--- config.mk ---
export PLATFORM = sky130hd
export DESIGN_NAME = priority_failover_selector_flat
export DESIGN_NICKNAME = d
export VERILOG_FILES = /design/src/hw/rtl/pfs_pkg.sv /design/src/hw/rtl/pfs_evt_if.sv /design/src/hw/rtl/pfs_res_if.sv /design/src/hw/rtl/pfs_ctrl.sv /design/src/hw/rtl/pfs_dpath.sv /design/src/hw/rtl/priority_failover_selector.sv /design/src/flat_wrapper.sv
export SDC_FILE = /design/constraint.sdc
export NUM_CORES = 1
export LEC_CHECK = 0
export BUFFER_PORTS_ARGS = -buffer_cell sky130_fd_sc_hd__buf_4
export CAP_MARGIN = 40
export CORE_UTILIZATION = 48
export CTS_CLUSTER_DIAMETER = 200
export CTS_CLUSTER_SIZE = 25
export DETAILED_ROUTE_END_ITERATION = 16
export GPL_TIMING_DRIVEN = 0
export PLACE_DENSITY = 0.67
export SLEW_MARGIN = 10
export SYNTH_ARGS = -nofsm -noshare
export SYNTH_HDL_FRONTEND = slang
export SYNTH_SLANG_ARGS = --single-unit
export TNS_END_PERCENT = 50
--- constraint.sdc ---
create_clock -name clk -period 5.5 [get_ports clk]
set_input_delay 0.825 -clock clk [delete_from_list [all_inputs] [get_ports clk]]
set_output_delay 0.825 -clock clk [all_outputs]
set_load 0.02 [all_outputs]
--- src/hw/rtl/pfs_pkg.sv ---
// Package for the priority failover selector.
// Holds widths, event and register codes, and controller types shared by all files.
`timescale 1ns / 1ps
package pfs_pkg;

  localparam int MAX_PROVIDERS = 8;

  localparam int IDX_W       = 3;
  localparam int NUM_ENTRIES = 1 << IDX_W;
  localparam int PRIO_SLOTS  = 8;
  localparam int SLOT_W      = 3;
  localparam int RUN_W       = 8;
  localparam int SUM_W       = 32;
  localparam int THR_W       = 8;
  localparam int PCNT_W      = 4;
  localparam int PRIO_W      = PRIO_SLOTS * IDX_W;
  localparam int CNT_W       = 5;
  localparam int CFG_IDX_W   = 2;
  localparam int CFG_DATA_W  = 24;

  localparam logic [THR_W-1:0]  THR_RESET  = 8'd3;
  localparam logic [PCNT_W-1:0] PCNT_RESET = 4'd0;
  localparam logic [PRIO_W-1:0] PRIO_RESET = 24'hFAC688;

  localparam logic [CFG_IDX_W-1:0] REG_THRESHOLD = 2'd0;
  localparam logic [CFG_IDX_W-1:0] REG_COUNT     = 2'd1;
  localparam logic [CFG_IDX_W-1:0] REG_PRIORITY  = 2'd2;

  typedef enum logic [1:0] {
    KIND_SUCCESS   = 2'd0,
    KIND_FAILURE   = 2'd1,
    KIND_RESET_ONE = 2'd2,
    KIND_RESET_ALL = 2'd3
  } kind_t;

  typedef enum logic [1:0] {
    ST_IDLE,
    ST_UPDATE,
    ST_SCAN,
    ST_DONE
  } state_t;

  typedef struct packed {
    logic load;
    logic update;
    logic scan;
    logic emit;
  } cmd_t;

  typedef struct packed {
    logic trigger;
    logic scan_hit;
    logic scan_last;
  } sts_t;

endpackage

--- src/hw/rtl/pfs_evt_if.sv ---
// Request channel of the priority failover selector: one health event.
// Depends on pfs_pkg for field widths.
`timescale 1ns / 1ps
interface pfs_evt_if;
  import pfs_pkg::*;

  logic             valid;
  logic             ready;
  logic [1:0]       kind;
  logic [IDX_W-1:0] provider_index;

  modport source (output valid, output kind, output provider_index, input ready);
  modport sink (input valid, input kind, input provider_index, output ready);
endinterface

--- src/hw/rtl/pfs_res_if.sv ---
// Result channel of the priority failover selector: one result per request.
// Depends on pfs_pkg for field widths.
`timescale 1ns / 1ps
interface pfs_res_if;
  import pfs_pkg::*;

  logic             valid;
  logic             ready;
  logic [IDX_W-1:0] active_provider;
  logic             switched;
  logic [IDX_W-1:0] previous_provider;
  logic             known;
  logic [RUN_W-1:0] run_of_failures;
  logic [SUM_W-1:0] failures_total;
  logic [SUM_W-1:0] successes_total;

  modport source (output valid, output active_provider, output switched,
                  output previous_provider, output known, output run_of_failures,
                  output failures_total, output successes_total, input ready);
  modport sink (input valid, input active_provider, input switched,
                input previous_provider, input known, input run_of_failures,
                input failures_total, input successes_total, output ready);
endinterface

--- src/hw/rtl/pfs_ctrl.sv ---
// Controller of the priority failover selector: sequences capture, update,
// priority scan and result hand-off. Depends on pfs_pkg.
`timescale 1ns / 1ps
module pfs_ctrl (
  input  logic          clk,
  input  logic          rst_n,
  input  logic          in_valid,
  output logic          in_ready,
  output logic          out_valid,
  input  logic          out_ready,
  input  pfs_pkg::sts_t sts,
  output pfs_pkg::cmd_t cmd
);
  import pfs_pkg::*;

  state_t state_r, state_nxt;
  logic   out_valid_r, out_valid_nxt;
  logic   out_free;

  assign out_free  = !out_valid_r || out_ready;
  assign out_valid = out_valid_r;

  always_comb begin
    state_nxt = state_r;
    case (state_r)
      ST_IDLE: begin
        if (in_valid) state_nxt = ST_UPDATE;
      end
      ST_UPDATE: begin
        state_nxt = sts.trigger ? ST_SCAN : ST_DONE;
      end
      ST_SCAN: begin
        if (sts.scan_hit || sts.scan_last) state_nxt = ST_DONE;
      end
      ST_DONE: begin
        if (out_free) state_nxt = ST_IDLE;
      end
      default: state_nxt = ST_IDLE;
    endcase
  end

  always_comb begin
    cmd      = '0;
    in_ready = 1'b0;
    case (state_r)
      ST_IDLE: begin
        in_ready = 1'b1;
        cmd.load = in_valid;
      end
      ST_UPDATE: cmd.update = 1'b1;
      ST_SCAN:   cmd.scan = 1'b1;
      ST_DONE:   cmd.emit = out_free;
      default:   cmd = '0;
    endcase
  end

  always_comb begin
    out_valid_nxt = out_valid_r;
    if (cmd.emit) out_valid_nxt = 1'b1;
    else if (out_ready) out_valid_nxt = 1'b0;
  end

  always_ff @(posedge clk) begin
    if (!rst_n) begin
      state_r     <= ST_IDLE;
      out_valid_r <= 1'b0;
    end else begin
      state_r     <= state_nxt;
      out_valid_r <= out_valid_nxt;
    end
  end

endmodule

--- src/hw/rtl/pfs_dpath.sv ---
// Datapath of the priority failover selector: configuration registers, per-provider
// counters, active provider, scan slot counter and result register. Depends on pfs_pkg.
`timescale 1ns / 1ps
module pfs_dpath (
  input  logic                           clk,
  input  logic                           rst_n,
  input  logic                           cfg_we,
  input  logic [pfs_pkg::CFG_IDX_W-1:0]  cfg_index,
  input  logic [pfs_pkg::CFG_DATA_W-1:0] cfg_data,
  input  logic [1:0]                     in_kind,
  input  logic [pfs_pkg::IDX_W-1:0]      in_provider_index,
  input  pfs_pkg::cmd_t                  cmd,
  output pfs_pkg::sts_t                  sts,
  output logic [pfs_pkg::IDX_W-1:0]      res_active,
  output logic                           res_switched,
  output logic [pfs_pkg::IDX_W-1:0]      res_previous,
  output logic                           res_known,
  output logic [pfs_pkg::RUN_W-1:0]      res_run,
  output logic [pfs_pkg::SUM_W-1:0]      res_fsum,
  output logic [pfs_pkg::SUM_W-1:0]      res_ssum
);
  import pfs_pkg::*;

  localparam logic [CNT_W-1:0]  MAX_CNT = CNT_W'(MAX_PROVIDERS);
  localparam logic [RUN_W-1:0]  RUN_MAX = '1;
  localparam logic [SUM_W-1:0]  SUM_MAX = '1;
  localparam logic [SLOT_W-1:0] LAST_SLOT = SLOT_W'(PRIO_SLOTS - 1);

  logic [THR_W-1:0]  thr_r;
  logic [PCNT_W-1:0] pcnt_r;
  logic [PRIO_W-1:0] prio_r;

  logic [RUN_W-1:0] run_r  [NUM_ENTRIES];
  logic [SUM_W-1:0] fsum_r [NUM_ENTRIES];
  logic [SUM_W-1:0] ssum_r [NUM_ENTRIES];

  logic [IDX_W-1:0]  active_r;
  logic [IDX_W-1:0]  prev_r;
  logic [IDX_W-1:0]  idx_r;
  kind_t             kind_r;
  logic              known_r;
  logic [SLOT_W-1:0] slot_r;

  logic [CNT_W-1:0] live_cnt;
  logic [IDX_W-1:0] cand;
  logic [IDX_W-1:0] rd_addr;
  logic [RUN_W-1:0] rd_run;
  logic [SUM_W-1:0] rd_fsum;
  logic [SUM_W-1:0] rd_ssum;
  logic [RUN_W-1:0] run_inc;
  logic [SUM_W-1:0] fsum_inc;
  logic [SUM_W-1:0] ssum_inc;

  assign live_cnt = ({1'b0, pcnt_r} > MAX_CNT) ? MAX_CNT : {1'b0, pcnt_r};
  assign cand     = prio_r[IDX_W*slot_r +: IDX_W];
  assign rd_addr  = cmd.scan ? cand : idx_r;
  assign rd_run   = run_r[rd_addr];
  assign rd_fsum  = fsum_r[rd_addr];
  assign rd_ssum  = ssum_r[rd_addr];
  assign run_inc  = (rd_run == RUN_MAX) ? rd_run : rd_run + 1'b1;
  assign fsum_inc = (rd_fsum == SUM_MAX) ? rd_fsum : rd_fsum + 1'b1;
  assign ssum_inc = (rd_ssum == SUM_MAX) ? rd_ssum : rd_ssum + 1'b1;

  always_comb begin
    sts.trigger   = (kind_r == KIND_FAILURE) && known_r && (run_inc >= thr_r) &&
                    (idx_r == active_r);
    sts.scan_hit  = (CNT_W'(cand) < live_cnt) && (cand != idx_r) && (rd_run < thr_r);
    sts.scan_last = (slot_r == LAST_SLOT);
  end

  always_ff @(posedge clk) begin
    if (!rst_n) begin
      thr_r  <= THR_RESET;
      pcnt_r <= PCNT_RESET;
      prio_r <= PRIO_RESET;
    end else if (cfg_we) begin
      case (cfg_index)
        REG_THRESHOLD: thr_r  <= cfg_data[THR_W-1:0];
        REG_COUNT:     pcnt_r <= cfg_data[PCNT_W-1:0];
        REG_PRIORITY:  prio_r <= cfg_data[PRIO_W-1:0];
        default: ;
      endcase
    end
  end

  always_ff @(posedge clk) begin
    if (!rst_n) begin
      for (int i = 0; i < NUM_ENTRIES; i++) begin
        run_r[i]  <= '0;
        fsum_r[i] <= '0;
        ssum_r[i] <= '0;
      end
    end else if (cmd.update) begin
      if (kind_r == KIND_RESET_ALL) begin
        for (int i = 0; i < NUM_ENTRIES; i++) begin
          run_r[i]  <= '0;
          fsum_r[i] <= '0;
          ssum_r[i] <= '0;
        end
      end else if (known_r) begin
        case (kind_r)
          KIND_SUCCESS: begin
            run_r[idx_r]  <= '0;
            ssum_r[idx_r] <= ssum_inc;
          end
          KIND_FAILURE: begin
            run_r[idx_r]  <= run_inc;
            fsum_r[idx_r] <= fsum_inc;
          end
          KIND_RESET_ONE: begin
            run_r[idx_r]  <= '0;
            fsum_r[idx_r] <= '0;
            ssum_r[idx_r] <= '0;
          end
          default: ;
        endcase
      end
    end
  end

  always_ff @(posedge clk) begin
    if (!rst_n) begin
      active_r <= '0;
      slot_r   <= '0;
    end else begin
      if (cmd.update) slot_r <= '0;
      if (cmd.scan) begin
        slot_r <= slot_r + 1'b1;
        if (sts.scan_hit) active_r <= cand;
      end
    end
  end

  always_ff @(posedge clk) begin
    if (cmd.load) begin
      kind_r  <= kind_t'(in_kind);
      idx_r   <= in_provider_index;
      prev_r  <= active_r;
      known_r <= CNT_W'(in_provider_index) < live_cnt;
    end
  end

  always_ff @(posedge clk) begin
    if (cmd.emit) begin
      res_active   <= active_r;
      res_switched <= (active_r != prev_r);
      res_previous <= prev_r;
      res_known    <= known_r;
      res_run      <= known_r ? rd_run : '0;
      res_fsum     <= known_r ? rd_fsum : '0;
      res_ssum     <= known_r ? rd_ssum : '0;
    end
  end

endmodule

--- src/hw/rtl/priority_failover_selector.sv ---
// Priority failover selector top level: joins controller, datapath and channels.
// A request is captured, then its counters are updated, then a failover walks the priority
// slots one by one (up to 8), and the result is registered once the output is free.
// A new request is taken only after the previous result is in the output register;
// the serial walk over the priority slots makes a request that triggers a failover take longer.
// Reset (rst_n, synchronous) clears all counters, selects provider 0 and loads
// the register defaults; no clearing pass follows.
`timescale 1ns / 1ps
module priority_failover_selector (
  input  logic                           clk,
  input  logic                           rst_n,
  input  logic                           cfg_we,
  input  logic [pfs_pkg::CFG_IDX_W-1:0]  cfg_index,
  input  logic [pfs_pkg::CFG_DATA_W-1:0] cfg_data,
  pfs_evt_if.sink                        in_evt,
  pfs_res_if.source                      out_res
);
  import pfs_pkg::*;

  cmd_t cmd;
  sts_t sts;

  pfs_ctrl u_ctrl (
    .clk       (clk),
    .rst_n     (rst_n),
    .in_valid  (in_evt.valid),
    .in_ready  (in_evt.ready),
    .out_valid (out_res.valid),
    .out_ready (out_res.ready),
    .sts       (sts),
    .cmd       (cmd)
  );

  pfs_dpath u_dpath (
    .clk               (clk),
    .rst_n             (rst_n),
    .cfg_we            (cfg_we),
    .cfg_index         (cfg_index),
    .cfg_data          (cfg_data),
    .in_kind           (in_evt.kind),
    .in_provider_index (in_evt.provider_index),
    .cmd               (cmd),
    .sts               (sts),
    .res_active        (out_res.active_provider),
    .res_switched      (out_res.switched),
    .res_previous      (out_res.previous_provider),
    .res_known         (out_res.known),
    .res_run           (out_res.run_of_failures),
    .res_fsum          (out_res.failures_total),
    .res_ssum          (out_res.successes_total)
  );

  a_busy_after_accept: assert property (@(posedge clk) disable iff (!rst_n)
    (in_evt.valid && in_evt.ready) |=> !in_evt.ready)
    else $error("request accepted while the previous one is still in work");

  a_emit_sets_valid: assert property (@(posedge clk) disable iff (!rst_n)
    cmd.emit |=> out_res.valid)
    else $error("result register loaded without raising valid");

  a_unknown_zero: assert property (@(posedge clk) disable iff (!rst_n)
    (out_res.valid && !out_res.known) |-> (out_res.run_of_failures == '0 &&
      out_res.failures_total == '0 && out_res.successes_total == '0))
    else $error("unknown provider reported nonzero counters");

  a_switch_flag: assert property (@(posedge clk) disable iff (!rst_n)
    out_res.valid |-> (out_res.switched ==
      (out_res.active_provider != out_res.previous_provider)))
    else $error("switched flag disagrees with provider change");

endmodule

--- src/flat_wrapper.sv ---
// flat-port wrapper written by rule: the top's interface ports become plain ports
module priority_failover_selector_flat import pfs_pkg::*;
  (clk, rst_n, cfg_we, cfg_index, cfg_data, in_evt_valid, in_evt_kind, in_evt_provider_index, in_evt_ready, out_res_valid, out_res_active_provider, out_res_switched, out_res_previous_provider, out_res_known, out_res_run_of_failures, out_res_failures_total, out_res_successes_total, out_res_ready);
  pfs_evt_if in_evt_i ();
  pfs_res_if out_res_i ();
  input  logic clk;
  input  logic rst_n;
  input  logic cfg_we;
  input  logic [pfs_pkg::CFG_IDX_W-1:0] cfg_index;
  input  logic [pfs_pkg::CFG_DATA_W-1:0] cfg_data;
  input wire logic [$bits(in_evt_i.valid)-1:0] in_evt_valid;
  input wire logic [$bits(in_evt_i.kind)-1:0] in_evt_kind;
  input wire logic [$bits(in_evt_i.provider_index)-1:0] in_evt_provider_index;
  output wire logic [$bits(in_evt_i.ready)-1:0] in_evt_ready;
  output wire logic [$bits(out_res_i.valid)-1:0] out_res_valid;
  output wire logic [$bits(out_res_i.active_provider)-1:0] out_res_active_provider;
  output wire logic [$bits(out_res_i.switched)-1:0] out_res_switched;
  output wire logic [$bits(out_res_i.previous_provider)-1:0] out_res_previous_provider;
  output wire logic [$bits(out_res_i.known)-1:0] out_res_known;
  output wire logic [$bits(out_res_i.run_of_failures)-1:0] out_res_run_of_failures;
  output wire logic [$bits(out_res_i.failures_total)-1:0] out_res_failures_total;
  output wire logic [$bits(out_res_i.successes_total)-1:0] out_res_successes_total;
  input wire logic [$bits(out_res_i.ready)-1:0] out_res_ready;
  assign in_evt_i.valid = in_evt_valid;
  assign in_evt_i.kind = in_evt_kind;
  assign in_evt_i.provider_index = in_evt_provider_index;
  assign in_evt_ready = in_evt_i.ready;
  assign out_res_valid = out_res_i.valid;
  assign out_res_active_provider = out_res_i.active_provider;
  assign out_res_switched = out_res_i.switched;
  assign out_res_previous_provider = out_res_i.previous_provider;
  assign out_res_known = out_res_i.known;
  assign out_res_run_of_failures = out_res_i.run_of_failures;
  assign out_res_failures_total = out_res_i.failures_total;
  assign out_res_successes_total = out_res_i.successes_total;
  assign out_res_i.ready = out_res_ready;
  priority_failover_selector u_core (.clk(clk), .rst_n(rst_n), .cfg_we(cfg_we), .cfg_index(cfg_index), .cfg_data(cfg_data), .in_evt(in_evt_i), .out_res(out_res_i));
endmodule
; Word level (Yosys, flattened, before mapping)
; Memory sizes are Yosys's and may differ from the RTL's.
; Cells that the tools add are included.
[word_totals]
n_memories = 3
wordCells = 178
regBits = 134
ram_bits = 576
[mem_list]
columns = name, words, word_bits, rd, rd_ports_with_merged_regs, write_ports, line_no
row1 = u_core.u_dpath.fsum_r, 8, 32, 1, 0, 8, pfs_dpath.sv:34  ; logic [SUM_W-1:0] fsum_r [NUM_ENTRIES];
row2 = u_core.u_dpath.ssum_r, 8, 32, 1, 0, 8, pfs_dpath.sv:35  ; logic [SUM_W-1:0] ssum_r [NUM_ENTRIES];
row3 = u_core.u_dpath.run_r, 8, 8, 1, 0, 8, pfs_dpath.sv:33  ; logic [RUN_W-1:0] run_r [NUM_ENTRIES];
[classes]
bitwise_logic = 28
muxes = 79
n_lt_le_gt_ge = 5
addsub = 4
n_reduce_logical = 21
eq_ne = 18
multipliers = 1
n_shift = 1
[ops]
columns = cell, count
row1 = two-way mux 32 bit, 22
row2 = two-way mux 8 bit, 12
row3 = "adder 32 x 1 -> 32 bit, second input constant", 2
row4 = "equality test 32 bit, second input constant", 2
row5 = OR reduction 32 bit, 2
row6 = two-way mux 1 bit, 34
row7 = OR 1 bit, 28
row8 = indexed part select 24 x 6 -> 3 bit, 1
row9 = two-way mux 3 bit, 6
row10 = "equality test 2 bit, second input constant", 5
row11 = "adder 8 x 1 -> 8 bit, second input constant", 1
row12 = "equality test 8 bit, second input constant", 1
row13 = >= comparator 8 bit, 1
row14 = < comparator 3 x 4 -> 1 bit, 2
row15 = < comparator 8 bit, 1
row16 = case mux 2 bit (4 select lines), 1
row17 = AND reduction 2 bit, 4
row18 = OR reduction 8 bit, 1
row19 = "equality test 2 x 1 -> 1 bit, second input constant", 3
row20 = zero test 2 bit, 3
row21 = two-way mux 2 bit, 3
row22 = "!= test 2 bit, second input constant", 3
row23 = != test 3 bit, 2
row24 = logical AND 1 bit, 5
row25 = other kinds (10), 12

; Logic depth before layout (Yosys ltp)
[logic_depth]
depth_word = 11
mapped_depth = 31

; By module
; Synthesis repeated with hierarchy kept, for this count alone.
[unflattened]
cells_unflattened = 3103
hier_area_um2 = 35232.5
[by_module_without_submodules]
columns = mod, area_each_um2, n_inst, cells_each
row1 = pfs_dpath, 35001.1, 1, 3078
row2 = pfs_ctrl, 231.5, 1, 25

; Worst setup path before layout
; No wires, ideal clock.
[synth_path]
path_type = register -> register
startpoint = register u_core.u_dpath.slot_r[0]
endpoint = register u_core.u_ctrl.state_r[0]
t_arrival_ps = 5655
stages_incl_launch_ff = 30
t_required_ps = 5414
setup_time_ps = 86
path_buffers = 7
setup_slack_ps = -240
cell_sequence = dfxtp_1 > buf_6 > mux2_1 > mux4_2 > buf_6 > a21o_1 > buf_2 > buf_6 > buf_6 > buf_6 > buf_2 > mux4_2 > mux2i_1 > inv_1 > ha_1 > inv_1 > nor2_1 > nand2_1 > mux2_2 > ha_1 > a21o_1 > a21o_1 > a21o_1 > a21o_1 > a21o_1 > a21o_1 > a21o_1 > a21oi_1 > nor3_1 > a211oi_1
[synth_via]
elab_chain_len = 11
elab_cells_between_ends = 21
[synth_rtl]
columns = item, line_no
row1 = from (decl), pfs_dpath.sv:42  ; logic [SLOT_W-1:0] slot_r;
row2 = from (signal assigned), pfs_dpath.sv:128  ; slot_r <= slot_r + 1'b1;
row3 = multiplier 2 x 3 -> 5 bit *, pfs_dpath.sv:55  ; assign cand = prio_r[IDX_W*slot_r +: IDX_W];
row4 = indexed part select 24 x 6 -> 3 bit *, pfs_dpath.sv:55
row5 = two-way mux 3 bit *, pfs_dpath.sv:56  ; assign rd_addr = cmd.scan ? cand : idx_r;
row6 = memory read (8 x 8 bit) *, -
row7 = named net u_core.u_dpath.rd_run[1], pfs_dpath.sv:47  ; logic [RUN_W-1:0] rd_run;
row8 = adder 8 x 1 -> 8 bit or equality test 8 bit (tied branches), pfs_dpath.sv:60  ; assign run_inc = (rd_run == RUN_MAX) ? rd_run : rd_run + 1'b1;
row9 = two-way mux 8 bit, pfs_dpath.sv:60
row10 = >= comparator 8 bit, pfs_dpath.sv:65  ; sts.trigger = (kind_r == KIND_FAILURE) && known_r && (run_inc >= thr_r) &&
row11 = logical AND 1 bit (2 in a row), pfs_dpath.sv:65
row12 = two-way mux 1 bit, pfs_ctrl.sv:30  ; state_nxt = sts.trigger ? ST_SCAN : ST_DONE;
row13 = case mux 2 bit (4 select lines), pfs_ctrl.sv:25  ; case (state_r)
row14 = to (signal assigned), pfs_ctrl.sv:68  ; state_r <= state_nxt;
row15 = to (decl), pfs_ctrl.sv:16  ; state_t state_r, state_nxt;
; The timed path passes the listed nets; every way through them passes the cells marked *.
; A chain may end at the register's enable or synchronous reset.

==> flow_summary.json <==
{
  "relSlewSlack": 0.351,
  "die_h_um": 269,
  "start_util": 0.486,
  "synth-main-ff-cell": "edfxtp_1",
  "via_per_inst": 6.48,
  "cts.sinks": 710,
  "grt_max_degree": 28,
  "nFillCells": 5693,
  "worstHoldPathType": "primary input to flip-flop",
  "vias": 26800,
  "synth_cells": 2902,
  "r2r_slack_ns": -0.09,
  "cp-end-kind": "flip-flop",
  "rows": 97,
  "critical_path.max_fanout": 10,
  "clk_path_buf_depth": 3,
  "hold_slack_ns": 0.411,
  "rsz0062_at_grt": "true",
  "cp_data_arrival_time_ns": 5.92,
  "fin_skew_ns": 0.0495,
  "cp_top_family": "buffers and inverters",
  "status": "finished with violations",
  "clock_latency_ns": 0.61,
  "violations": "setup timing",
  "die_w_um": 269,
  "grt_usage": 0.345,
  "tritoncts": "built",
  "drive_gt1_frac": 0.196,
  "postSynthAreaPerCell_um2": 11.8,
  "drt_iter0_markers": 4158,
  "cp-start-kind": "flip-flop",
  "gr-total-overflow": 0,
  "path_clk_slew_ns": 0.10,
  "ys_top_cells_by_count": "nor2_1, edfxtp_1, nand2_1",
  "r2r_start": "u_core.u_dpath.slot_r[0]",
  "synth_top_cell_area_share": 0.584,
  "yosys.area_share.adder": 0.0102,
  "synth_top_family_by_area": "simple AND/OR/NAND/NOR gates",
  "ys_ff_latch": 710,
  "period_share": 1.02,
  "synthTopCellsByArea": "edfxtp_1, nor2_1, mux2i_1",
  "finalSetupViolations": 14,
  "portBuffers": 117,
  "leakage_nw": 15.0,
  "yosysTopAreaCell": "edfxtp_1",
  "drcViolationCount": 0,
  "synth.distinct_cells": 94,
  "syn2layout_area_growth_pct": 18.5,
  "synth_compound_area_frac": 0.0988,
  "drv_cap": 0,
  "timing.final.ws_setup_ns": -0.0880,
  "slowest_delay_ns": 0.59,
  "ant_nets": 0,
  "first_global_vias": 25800,
  "maxSlewViolCount": 0,
  "peakVddDrop_uv": 264,
  "synth-simple-area-share": 0.149,
  "ioPinCount": 118,
  "hold_viol_final": 0,
  "wl_per_cell_um": 30.3,
  "worstHoldStart": "in_evt_kind[0]",
  "cts_root_buffer": "clkbuf_16",
  "core_um2": 70300,
  "synthMuxAreaShare": 0.0783,
  "place_congestion": 0.975,
  "yosysSeqAreaShare": 0.611,
  "reg2reg_to": "u_core.u_dpath.ssum_r[1][20]",
  "rr_worst_depth": 26,
  "timing.critical_path.mode_cell": "buf_4",
  "synth_edf_count": 665,
  "routed_wl_um": 125000,
  "multi_input_area_um2": 13200,
  "p_per_area_nw_per_um2": 478,
  "hpwl_um": 87800,
  "cp.buffers_inverters": 13,
  "htreeDepth": 2,
  "holdPathEnd": "u_core.u_dpath.kind_r[0]",
  "fin_crit_ns": 5.59,
  "dr.pass1.iters": 6,
  "ys_async_sr_fraction": 0,
  "critPathLaunch": "u_core.u_dpath.slot_r[0]",
  "grt_pass1_wl_um": 177000,
  "cts_made_buffers": 34,
  "synthesis.nets": 2966,
  "hold_buffers": 0,
  "finalSetupTns_ns": -0.701,
  "syn_area_um2": 34200,
  "synth_warnings": 0,
  "critPathSlowestCell": "mux4_2",
  "regArea_um2": 20900,
  "synth.most_common_cell": "nor2_1",
  "nNetsFinal": 3258,
  "die_area_um2": 72300,
  "fmax_mhz": 179,
  "worstPathRequired_ns": 5.84,
  "max_slew.worst_pin.slew_ns": 0.973,
  "synth_xor_area_frac": 0.0161,
  "critical_path_class": "flip-flop to flip-flop",
  "antenna_found_initial": 3,
  "min_path_cells": 1
}
==> cell type report <==
type,instances,area share
repair buffers,264,0.0653
well taps,940,0.0290
multi-input cells,1930,0.327
clock buffers,42,0.0223
plain buffers,189,0.0341
diodes,1,0.0000618
flip-flops and latches,710,0.515
inverters,65,0.00627
clock inverters,2,0.000618
==> power breakdown <==
group          switching, mW  leakage, nW  internal (mW)
Clock                   1.74        0.451           1.18
Sequential             0.191         7.19           6.63
Combinational           6.38         7.38           3.22
==> cell usage in the layout, fill, tap and decap left out, drive strengths merged, types with 58 or more instances in the layout <==
master,netlist,final
inv,64,66
edfxtp,665,665
nor3,64,64
a211oi,132,132
o21ai,58,58
buf,78,332
nand2,278,278
clkbuf,119,163
nor2,680,680
mux2i,163,163
==> how the worst max path moves through the flow <==
stage                              endpoint  depth (start not counted)  slack, ns
2_1_floorplan      u_core.u_ctrl.state_r[0]                         29       0.03
3_3_place_gp    u_core.u_dpath.fsum_r[6][1]                         22      -3.89
3_5_place_dp    u_core.u_dpath.fsum_r[7][1]                         24      -3.42
4_1_cts            u_core.u_ctrl.state_r[0]                         28      -0.19
5_1_grt        u_core.u_dpath.ssum_r[1][20]                         26      -0.13
6_report       u_core.u_dpath.ssum_r[1][20]                         26      -0.09
==> state kept, by name, indices dropped and copies added (netlist names), 4 cells and up <==
signal,cells
u_core.u_dpath.fsum_r,256
u_core.u_dpath.ssum_r,256
u_core.u_dpath.run_r,64
u_core.u_dpath.res_fsum,32
u_core.u_dpath.res_ssum,32
u_core.u_dpath.prio_r,24
u_core.u_dpath.res_run,8
u_core.u_dpath.thr_r,8
u_core.u_dpath.pcnt_r,4
==> per-layer routing <==
metal,part of all wire,global-route usage
met5,0.00012,0
met4,0.067,0.203
met3,0.13,0.0870
met2,0.45,0.525
met1,0.36,0.449
==> kinds of logic (layout without fill, tap and decap cells) <==
group,after synthesis,in the layout
compound gates,442,442
mux,215,215
flops,710,710
other cells,0,1
buf+inv,262,562
simple gates,1190,1190
fa+ha+maj,28,28
xor+xnor,55,55
==> what timing repair did <==
item / CTS / global route
buffers inserted: 56 / 28
pin swaps: 26 / 35
gates cloned: 0 / 0
endpoints found under the setup margin: 600 / 514
resized for setup: 226 / 85
==> stage by stage <==
| step | instance area (um2) | std cells | total power, mW | utilization | setup slack, ns |
|---|---|---|---|---|---|
| 4_1_cts | 40000 | 4117 | 18.7 | 0.569 | -0.188 |
| 6_report | 40500 | 4143 | 19.3 | 0.576 | -0.0880 |
| 3_3_place_gp | 36300 | 3959 | 14.5 | 0.516 | -3.89 |
| 5_1_grt | 40500 | 4143 | 19.8 | 0.576 | -0.128 |
| 3_5_place_dp | 37500 | 4021 | 14.9 | 0.534 | -3.42 |
| 2_1_floorplan | 34200 | 2902 | 11.6 | - | 0.0288 |
Note: power is estimated with default switching activity, not from simulation.
